===== src/sv/ipc_pkg.sv =====
`default_nettype none

package ipc_pkg;

    // register indexes on the configuration port
    localparam logic [0:0] REG_ACCEL_SCALE   = 1'd0;
    localparam logic [0:0] REG_CALIB_SAMPLES = 1'd1;

    localparam logic [15:0] ACCEL_SCALE_RST   = 16'd642;
    localparam logic [6:0]  CALIB_SAMPLES_RST = 7'd100;

    // 1.0 squared in Q60
    localparam logic [63:0] ONE_Q60 = 64'h1000_0000_0000_0000;

    // quotient bits produced by the bias divider
    localparam int DIV_STEPS = 41;

    typedef struct packed {
        logic               read_ok;
        logic [2:0]         parts_present;
        logic signed [31:0] quat_in_x;
        logic signed [31:0] quat_in_y;
        logic signed [31:0] quat_in_z;
        logic signed [15:0] raw_accel_x;
        logic signed [15:0] raw_accel_y;
        logic signed [15:0] raw_accel_z;
        logic signed [31:0] field_in_x;
        logic signed [31:0] field_in_y;
        logic signed [31:0] field_in_z;
    } t_in_item;

    typedef struct packed {
        logic signed [31:0] quat_x;
        logic signed [31:0] quat_y;
        logic signed [31:0] quat_z;
        logic [30:0]        quat_w;
        logic signed [31:0] accel_x;
        logic signed [31:0] accel_y;
        logic signed [31:0] accel_z;
        logic signed [31:0] field_x;
        logic signed [31:0] field_y;
        logic signed [31:0] field_z;
    } t_out_item;

    typedef enum logic [3:0] {
        ST_IDLE,
        ST_START,
        ST_SQ_MUL,
        ST_SQ_ACC,
        ST_SQRT_GO,
        ST_SQRT_WAIT,
        ST_AC_MUL,
        ST_AC_ACC,
        ST_CALIB,
        ST_DV_LOAD,
        ST_DV_RUN,
        ST_DV_STORE,
        ST_EMIT
    } t_state;

endpackage

`default_nettype wire


===== src/sv/ipc_isqrt.sv =====
`default_nettype none

module ipc_isqrt (
    input  wire logic        i_clk,
    input  wire logic        i_rst_n,
    input  wire logic        i_start,
    input  wire logic [60:0] i_radicand,
    output logic             o_done,
    output logic [30:0]      o_root
);

    // one result bit per cycle
    logic        r_busy;
    logic        r_done;
    logic [60:0] r_rem;
    logic [61:0] r_res;
    logic [60:0] r_bit;

    logic [61:0] trial;
    logic        take;

    assign trial = r_res + {1'b0, r_bit};
    assign take  = ({1'b0, r_rem} >= trial);

    always_ff @(posedge i_clk) begin
        if (!i_rst_n) begin
            r_busy <= 1'b0;
            r_done <= 1'b0;
        end else begin
            r_done <= 1'b0;
            if (i_start) begin
                r_busy <= 1'b1;
            end else if (r_busy && r_bit[0]) begin
                r_busy <= 1'b0;
                r_done <= 1'b1;
            end
        end
    end

    always_ff @(posedge i_clk) begin
        if (i_start) begin
            r_rem <= i_radicand;
            r_res <= '0;
            r_bit <= {1'b1, 60'd0};
        end else if (r_busy) begin
            if (take) begin
                r_rem <= r_rem - trial[60:0];
                r_res <= (r_res >> 1) + {1'b0, r_bit};
            end else begin
                r_res <= r_res >> 1;
            end
            r_bit <= r_bit >> 2;
        end
    end

    assign o_done = r_done;
    assign o_root = r_res[30:0];

endmodule

`default_nettype wire


===== src/sv/imu_packet_convert_with_bias_calib_core.sv =====
`default_nettype none

// Motion packet converter with acceleration bias calibration. One packet is
// a transaction on the input channel; a packet with read_ok low is taken and
// dropped at once. A good packet updates the held quaternion (scalar part
// rebuilt as floor(sqrt(1 - x^2 - y^2 - z^2)) in Q30, zero at norm one or
// more), the held accelerations (raw * accel_scale - bias, saturated, Q16)
// and the held field, as its parts_present mask says. After reset the first
// calib_samples good packets emit nothing: their accelerations are summed,
// averaged into the bias (rounded, ties away from zero), and the held values
// cleared. Every later good packet emits the whole held set. The
// acceleration part takes three passes through the shared 32x32 multiplier,
// the quaternion part three squares on the same multiplier plus a bit-serial
// square root, and the result is then handed over. The packet that closes
// calibration also runs the bit-serial bias divider once per axis. The
// input stalls while a packet is in work; a result waits in an output
// register so the next packet can start.
module imu_packet_convert_with_bias_calib_core (
    input  wire logic              i_clk,
    input  wire logic              i_rst_n,
    input  wire logic              i_cfg_we,
    input  wire logic [0:0]        i_cfg_index,
    input  wire logic [15:0]       i_cfg_data,
    input  wire logic              i_in_valid,
    output logic                   o_in_stall,
    input  wire ipc_pkg::t_in_item i_in_data,
    output logic                   o_out_valid,
    input  wire logic              i_out_stall,
    output ipc_pkg::t_out_item     o_out_data
);

    import ipc_pkg::*;

    t_state r_state;
    t_state n_state;

    // configuration
    logic [15:0] r_scale;
    logic [6:0]  r_samples;

    // latched packet
    t_in_item r_in;

    // held set and calibration state
    logic signed [31:0] r_quat [3];
    logic [30:0]        r_quat_w;
    logic signed [31:0] r_accel [3];
    logic signed [31:0] r_field [3];
    logic signed [39:0] r_sum [3];
    logic signed [31:0] r_bias [3];
    logic [6:0]         r_calib_count;

    // sequencer datapath
    logic [1:0]  r_idx;
    logic [63:0] r_prod;
    logic [63:0] r_sq_sum;
    logic [40:0] r_div_num;
    logic [6:0]  r_div_rem;
    logic [5:0]  r_div_cnt;

    // output register
    t_out_item r_out;
    logic      r_out_valid;

    logic signed [31:0] in_quat [3];
    logic signed [15:0] in_raw [3];

    logic [31:0] mul_a;
    logic [31:0] mul_b;
    logic [31:0] q_bits;
    logic [15:0] raw_bits;
    logic [31:0] raw_mag;

    logic signed [41:0] ac_prod;
    logic signed [41:0] ac_val;

    logic [39:0] sum_bits;
    logic [39:0] sum_mag;
    logic [7:0]  div_trial;
    logic        div_ge;
    logic signed [41:0] div_q;
    logic signed [41:0] div_val;

    logic        sqrt_start;
    logic [60:0] sqrt_radicand;
    logic        sqrt_done;
    logic [30:0] sqrt_root;

    logic   out_load;
    logic   calib_on;
    t_state after_accel;
    t_state after_quat;

    function automatic logic signed [31:0] sat32(input logic signed [41:0] v);
        logic signed [31:0] r;
        if (v > 42'sd2147483647) begin
            r = 32'sh7fff_ffff;
        end else if (v < -42'sd2147483648) begin
            r = 32'sh8000_0000;
        end else begin
            r = v[31:0];
        end
        return r;
    endfunction

    assign in_quat[0] = r_in.quat_in_x;
    assign in_quat[1] = r_in.quat_in_y;
    assign in_quat[2] = r_in.quat_in_z;
    assign in_raw[0]  = r_in.raw_accel_x;
    assign in_raw[1]  = r_in.raw_accel_y;
    assign in_raw[2]  = r_in.raw_accel_z;

    // shared multiplier operands: magnitudes, sign applied afterwards
    assign q_bits   = in_quat[r_idx];
    assign raw_bits = in_raw[r_idx];
    assign raw_mag  = raw_bits[15] ? (~{16'hffff, raw_bits} + 32'd1) : {16'd0, raw_bits};

    always_comb begin
        if (r_state == ST_AC_MUL) begin
            mul_a = raw_mag;
            mul_b = {16'd0, r_scale};
        end else begin
            mul_a = q_bits[31] ? (~q_bits + 32'd1) : q_bits;
            mul_b = mul_a;
        end
    end

    // acceleration: signed product minus bias
    always_comb begin
        ac_prod = $signed({9'd0, r_prod[32:0]});
        if (raw_bits[15]) begin
            ac_prod = -ac_prod;
        end
        ac_val = ac_prod - 42'(r_bias[r_idx]);
    end

    // bias divider: one quotient bit per cycle
    assign sum_bits  = r_sum[r_idx];
    assign sum_mag   = sum_bits[39] ? (~sum_bits + 40'd1) : sum_bits;
    assign div_trial = {r_div_rem, r_div_num[40]};
    assign div_ge    = (div_trial >= {1'b0, r_calib_count});

    always_comb begin
        div_q   = $signed({1'b0, r_div_num});
        div_val = sum_bits[39] ? -div_q : div_q;
    end

    assign calib_on    = (r_calib_count != 7'd0);
    assign after_accel = calib_on ? ST_CALIB : ST_EMIT;
    assign after_quat  = r_in.parts_present[1] ? ST_AC_MUL : after_accel;

    // next state
    always_comb begin
        n_state = r_state;
        unique case (r_state)
            ST_IDLE: begin
                if (i_in_valid && i_in_data.read_ok) begin
                    n_state = ST_START;
                end
            end
            ST_START: begin
                n_state = r_in.parts_present[0] ? ST_SQ_MUL : after_quat;
            end
            ST_SQ_MUL:   n_state = ST_SQ_ACC;
            ST_SQ_ACC:   n_state = (r_idx == 2'd2) ? ST_SQRT_GO : ST_SQ_MUL;
            ST_SQRT_GO:  n_state = (r_sq_sum >= ONE_Q60) ? after_quat : ST_SQRT_WAIT;
            ST_SQRT_WAIT: begin
                if (sqrt_done) begin
                    n_state = after_quat;
                end
            end
            ST_AC_MUL:   n_state = ST_AC_ACC;
            ST_AC_ACC:   n_state = (r_idx == 2'd2) ? after_accel : ST_AC_MUL;
            ST_CALIB:    n_state = (r_calib_count < r_samples) ? ST_IDLE : ST_DV_LOAD;
            ST_DV_LOAD:  n_state = ST_DV_RUN;
            ST_DV_RUN: begin
                if (r_div_cnt == 6'(DIV_STEPS - 1)) begin
                    n_state = ST_DV_STORE;
                end
            end
            ST_DV_STORE: n_state = (r_idx == 2'd2) ? ST_IDLE : ST_DV_LOAD;
            ST_EMIT: begin
                if (out_load) begin
                    n_state = ST_IDLE;
                end
            end
            default:     n_state = ST_IDLE;
        endcase
    end

    // sequencer outputs
    always_comb begin
        o_in_stall    = (r_state != ST_IDLE);
        sqrt_start    = (r_state == ST_SQRT_GO) && (r_sq_sum < ONE_Q60);
        sqrt_radicand = 61'(ONE_Q60 - r_sq_sum);
        out_load      = (r_state == ST_EMIT) && (!r_out_valid || !i_out_stall);
    end

    ipc_isqrt u_isqrt (
        .i_clk      (i_clk),
        .i_rst_n    (i_rst_n),
        .i_start    (sqrt_start),
        .i_radicand (sqrt_radicand),
        .o_done     (sqrt_done),
        .o_root     (sqrt_root)
    );

    // control and model state
    always_ff @(posedge i_clk) begin
        if (!i_rst_n) begin
            r_state       <= ST_IDLE;
            r_scale       <= ACCEL_SCALE_RST;
            r_samples     <= CALIB_SAMPLES_RST;
            r_calib_count <= 7'd1;
            r_out_valid   <= 1'b0;
            r_idx         <= 2'd0;
            r_quat_w      <= '0;
            for (int k = 0; k < 3; k++) begin
                r_quat[k]  <= '0;
                r_accel[k] <= '0;
                r_field[k] <= '0;
                r_sum[k]   <= '0;
                r_bias[k]  <= '0;
            end
        end else begin
            r_state <= n_state;

            if (i_cfg_we) begin
                unique case (i_cfg_index)
                    REG_ACCEL_SCALE:   r_scale   <= i_cfg_data;
                    REG_CALIB_SAMPLES: r_samples <= i_cfg_data[6:0];
                    default: ;
                endcase
            end

            if (out_load) begin
                r_out_valid <= 1'b1;
            end else if (!i_out_stall) begin
                r_out_valid <= 1'b0;
            end

            unique case (r_state)
                ST_START: begin
                    r_idx <= 2'd0;
                    if (r_in.parts_present[0]) begin
                        for (int k = 0; k < 3; k++) begin
                            r_quat[k] <= in_quat[k];
                        end
                    end
                    if (r_in.parts_present[2]) begin
                        r_field[0] <= r_in.field_in_x;
                        r_field[1] <= r_in.field_in_y;
                        r_field[2] <= r_in.field_in_z;
                    end
                end
                ST_SQ_ACC: begin
                    r_idx <= (r_idx == 2'd2) ? 2'd0 : r_idx + 2'd1;
                end
                ST_SQRT_GO: begin
                    if (r_sq_sum >= ONE_Q60) begin
                        r_quat_w <= '0;
                    end
                end
                ST_SQRT_WAIT: begin
                    if (sqrt_done) begin
                        r_quat_w <= sqrt_root;
                    end
                end
                ST_AC_ACC: begin
                    r_accel[r_idx] <= sat32(ac_val);
                    r_idx <= (r_idx == 2'd2) ? 2'd0 : r_idx + 2'd1;
                end
                ST_CALIB: begin
                    for (int k = 0; k < 3; k++) begin
                        r_sum[k] <= r_sum[k] + 40'(r_accel[k]);
                    end
                    r_idx <= 2'd0;
                    if (r_calib_count < r_samples) begin
                        r_calib_count <= r_calib_count + 7'd1;
                    end
                end
                ST_DV_STORE: begin
                    r_bias[r_idx] <= sat32(div_val);
                    if (r_idx == 2'd2) begin
                        // calibration over: clear the held set
                        r_idx         <= 2'd0;
                        r_calib_count <= 7'd0;
                        r_quat_w      <= '0;
                        for (int k = 0; k < 3; k++) begin
                            r_quat[k]  <= '0;
                            r_accel[k] <= '0;
                            r_field[k] <= '0;
                        end
                    end else begin
                        r_idx <= r_idx + 2'd1;
                    end
                end
                default: ;
            endcase
        end
    end

    // payload registers
    always_ff @(posedge i_clk) begin
        if (r_state == ST_IDLE) begin
            r_in <= i_in_data;
        end

        if (r_state == ST_START) begin
            r_sq_sum <= '0;
        end else if (r_state == ST_SQ_ACC) begin
            r_sq_sum <= r_sq_sum + r_prod;
        end

        // the one shared multiplier, registered
        if (r_state == ST_SQ_MUL || r_state == ST_AC_MUL) begin
            r_prod <= mul_a * mul_b;
        end

        if (r_state == ST_DV_LOAD) begin
            r_div_num <= {1'b0, sum_mag} + {35'd0, r_calib_count[6:1]};
            r_div_rem <= '0;
            r_div_cnt <= '0;
        end else if (r_state == ST_DV_RUN) begin
            r_div_rem <= div_ge ? 7'(div_trial - {1'b0, r_calib_count}) : div_trial[6:0];
            r_div_num <= {r_div_num[39:0], div_ge};
            r_div_cnt <= r_div_cnt + 6'd1;
        end

        if (out_load) begin
            r_out.quat_x  <= r_quat[0];
            r_out.quat_y  <= r_quat[1];
            r_out.quat_z  <= r_quat[2];
            r_out.quat_w  <= r_quat_w;
            r_out.accel_x <= r_accel[0];
            r_out.accel_y <= r_accel[1];
            r_out.accel_z <= r_accel[2];
            r_out.field_x <= r_field[0];
            r_out.field_y <= r_field[1];
            r_out.field_z <= r_field[2];
        end
    end

    assign o_out_valid = r_out_valid;
    assign o_out_data  = r_out;

endmodule

`default_nettype wire

===== config.mk =====
export PLATFORM = sky130hd
export DESIGN_NAME = imu_packet_convert_with_bias_calib_core
export DESIGN_NICKNAME = d
export VERILOG_FILES = /design/src/sv/ipc_pkg.sv /design/src/sv/ipc_isqrt.sv /design/src/sv/imu_packet_convert_with_bias_calib_core.sv
export SDC_FILE = /design/constraint.sdc
export NUM_CORES = 2
export LEC_CHECK = 0
export BUFFER_PORTS_ARGS = -buffer_cell sky130_fd_sc_hd__buf_4
export CORE_MARGIN = 2
export CORE_UTILIZATION = 30
export CTS_CLUSTER_DIAMETER = 30
export CTS_CLUSTER_SIZE = 24
export DETAILED_ROUTE_END_ITERATION = 7
export PLACE_DENSITY = 0.52
export SLEW_MARGIN = 25
export SYNTH_ARGS = -nofsm -noshare
export SYNTH_HDL_FRONTEND = slang
export SYNTH_SLANG_ARGS = --single-unit

===== constraint.sdc =====
create_clock -name i_clk -period 22.7 [get_ports i_clk]
set_input_delay 1.135 -clock i_clk [delete_from_list [all_inputs] [get_ports i_clk]]
set_output_delay 1.135 -clock i_clk [all_outputs]
set_load 0.02 [all_outputs]

==> flow_summary.ini <==
[die]
dieWidth_um = 614
initial_core_util_pct = 30.1
core_area_sq_mm = 0.371
num_rows = 224
io_pins = 587
die_h_um = 614
dieArea_sq_mm = 0.377

[cts]
clk_latency_ns = 0.92
hold_buffers = 0
root_buffer = clkbuf_16
cts_made_buffers = 349
ctsResizeCount = 0
cts_setup_buffers = 0
clockBufferDepth = 4
cts.clk_slew.worst_paths_ns = 0.05
tritoncts = done
numClockSinks = 1506
h-tree-depth = 5

[worst_setup_path]
max_stage_delay_ns = 0.76
cp_common_cell = fa_1
crit_type = reg -> reg
critPathLaunchType = flop
crit_required_ns = 23.30
worstPathArrival_ns = 13.46
cp_num_cells = 35
ff2ff_path_depth = 35
r2r_slack_ns = 9.84
crit_end = r_prod[63]$_DFFE_PP_
crit_buf_inv = 7
startpoint = r_idx[1]$_SDFFE_PN0N_
crit_slowest_cell = nor4_1
reg2reg_to = r_prod[63]$_DFFE_PP_
crit_fanout = 33
r2r_start = r_idx[1]$_SDFFE_PN0N_
path_delay_family = adder cells
cp-end-kind = flop

[layout]
final_cell_count_no_fill = 16700
layout.nets = 13200
final_area_sq_mm = 0.134
layout_common_cells = edfxtp_1, inv_1, nand2_1, nor2_1, fa_1
final_common_cell = edfxtp_1
area_growth_pct = 19.8
drive_gt1_share_pct = 13.5

[global_route]
grt_usage_pct = 18.9
grt_overflow = 0
grt_max_degree = 143
grt_pass1_vias = 83900
grt_pass1_wl_um = 543000
antenna_found_initial = 12

[logic_synthesis]
synth_edf_count = 1264
ys_async_sr_fraction_pct = 0
syn_inst = 10800
synth-main-ff-cell = edfxtp_1
synth_seq_cells = 1506
synth.distinct_cells = 117
yosysWarningCount = 0
synth_seq_area_share_pct = 38.3
netlist_area_sq_mm = 0.112
avgSynthCellArea_sq_um = 10.3

[placed_design]
dp_cells = 16100
place_area_sq_mm = 0.122
pre_cts_ws_ns = 9.72
routabilityCongestion = 0.914
place.detailed.hpwl_um = 272000
numPortBuffers = 586

[sta]
setup-violations-final = 0
finClkSkew_ns = 0.0855
hold_viol = 0
period_needed_ns = 12.86
fin_crit_sh_pct = 56.7
rsz0062_at_grt = no
final-max-slew-violation-count = 0
tightestPinTransition_ns = 1.11
setup_slack_ns = 9.84
relSlewSlack_pct = 25.0
setup_tns_ns = 0
clock.fmax_mhz = 77.7

[min_path]
worstHoldStart = r_quat[0][41]$_SDFFCE_PP0P_
hp-class = reg -> reg

[routing]
wl_per_cell_um = 21.6
drc = 0
drtAntennaViolNets = 0
dr.first_iter.drc_count = 6391
vias = 83500
routed_wl_um = 361000
drt_pass1_iterations = 6
vias_per_cell = 4.99

[status]
outcome = finished, final reports clean

[run]
drv_cap = 0
how the worst min path moves through the flow:
stage | end | slack, ns | depth (start not counted)
2_1_floorplan | o_out_data[0]$_DFFE_PP_ | 0.40 | 0
3_3_place_gp | o_out_data[23]$_DFFE_PP_ | 0.40 | 0
3_5_place_dp | o_out_data[12]$_DFFE_PP_ | 0.40 | 0
4_1_cts | r_in[41]$_DFFE_PP_ | 0.31 | 1
5_1_grt | r_in[14]$_DFFE_PP_ | 0.36 | 1
6_report | o_out_data[264]$_DFFE_PP_ | 0.36 | 0
kinds of logic (layout without fill, tap and decap cells):
| family | after synthesis | count (layout) | synth area share (%) |
|---|---|---|---|
| other | 2 | 30 | 0.00673 |
| xor gates and xnor gates | 609 | 609 | 4.79 |
| and+or+nand+nor | 3124 | 3124 | 13.1 |
| buffers and inverters | 1639 | 2524 | 5.69 |
| DFF | 1506 | 1506 | 38.3 |
| AOI/OAI and AO/OA | 2241 | 2241 | 12.9 |
| muxes | 210 | 210 | 2.38 |
| adders and majority gates | 1510 | 1510 | 22.8 |
area by class of cell:
cell class | count | area [sq um]
Timing Repair Buffer | 722 | 5430
Clock buffer | 412 | 9280
Inverter | 1159 | 4360
Fill cell | 37200 | 238000
Clock inverter | 231 | 2710
Multi-Input combinational cell | 7721 | 62900
Sequential cell | 1506 | 42800
Antenna cell | 3 | 7.51
Tap cell | 4972 | 6220
layer usage:
metal  global-route usage (%)  share of wire (%)  wire (um)
met3                     3.18                6.4      23000
met1                     26.4                 45     164000
met5                        0             0.0064         23
met4                     6.29                3.4      12300
met2                     29.7                 45     161000
cell usage after synthesis, drive strengths merged (172+ instances only):
master  instances  area (sq um)
dfxtp         242          4840
ha            637          7970
clkbuf        339          1270
inv          1155          4340
xnor2         361          3170
a21oi         563          2820
o21ai         577          3010
and2          256          1600
xor2          248          2180
edfxtp       1264         38000
nor2          974          3670
a21o          270          2030
fa            873         17500
nand3         172           871
nand2        1009          3790
flip-flops by register name, indices dropped and copies added, names as in the netlist, 61 cells and up, named ones only:
register,flops
u_isqrt.r_res,62
r_prod,64
r_accel,96
r_bias,128
r_in,99
r_sq_sum,64
in_quat,96
r_quat,96
r_field,96
u_isqrt.r_rem,61
r_sum,120
o_out_data,319
metrics by stage:
step	hold slack (ns)	utilization (%)
after floorplan	0.400	-
after global placement	0.400	32.8
after detailed placement	0.405	32.8
after CTS	0.313	36.0
after global routing	0.357	36.0
final	0.365	36.0
Power is left out: the tool's default activity adds up to more than one toggle a clock period on the data nets, which glitch-free logic cannot reach.
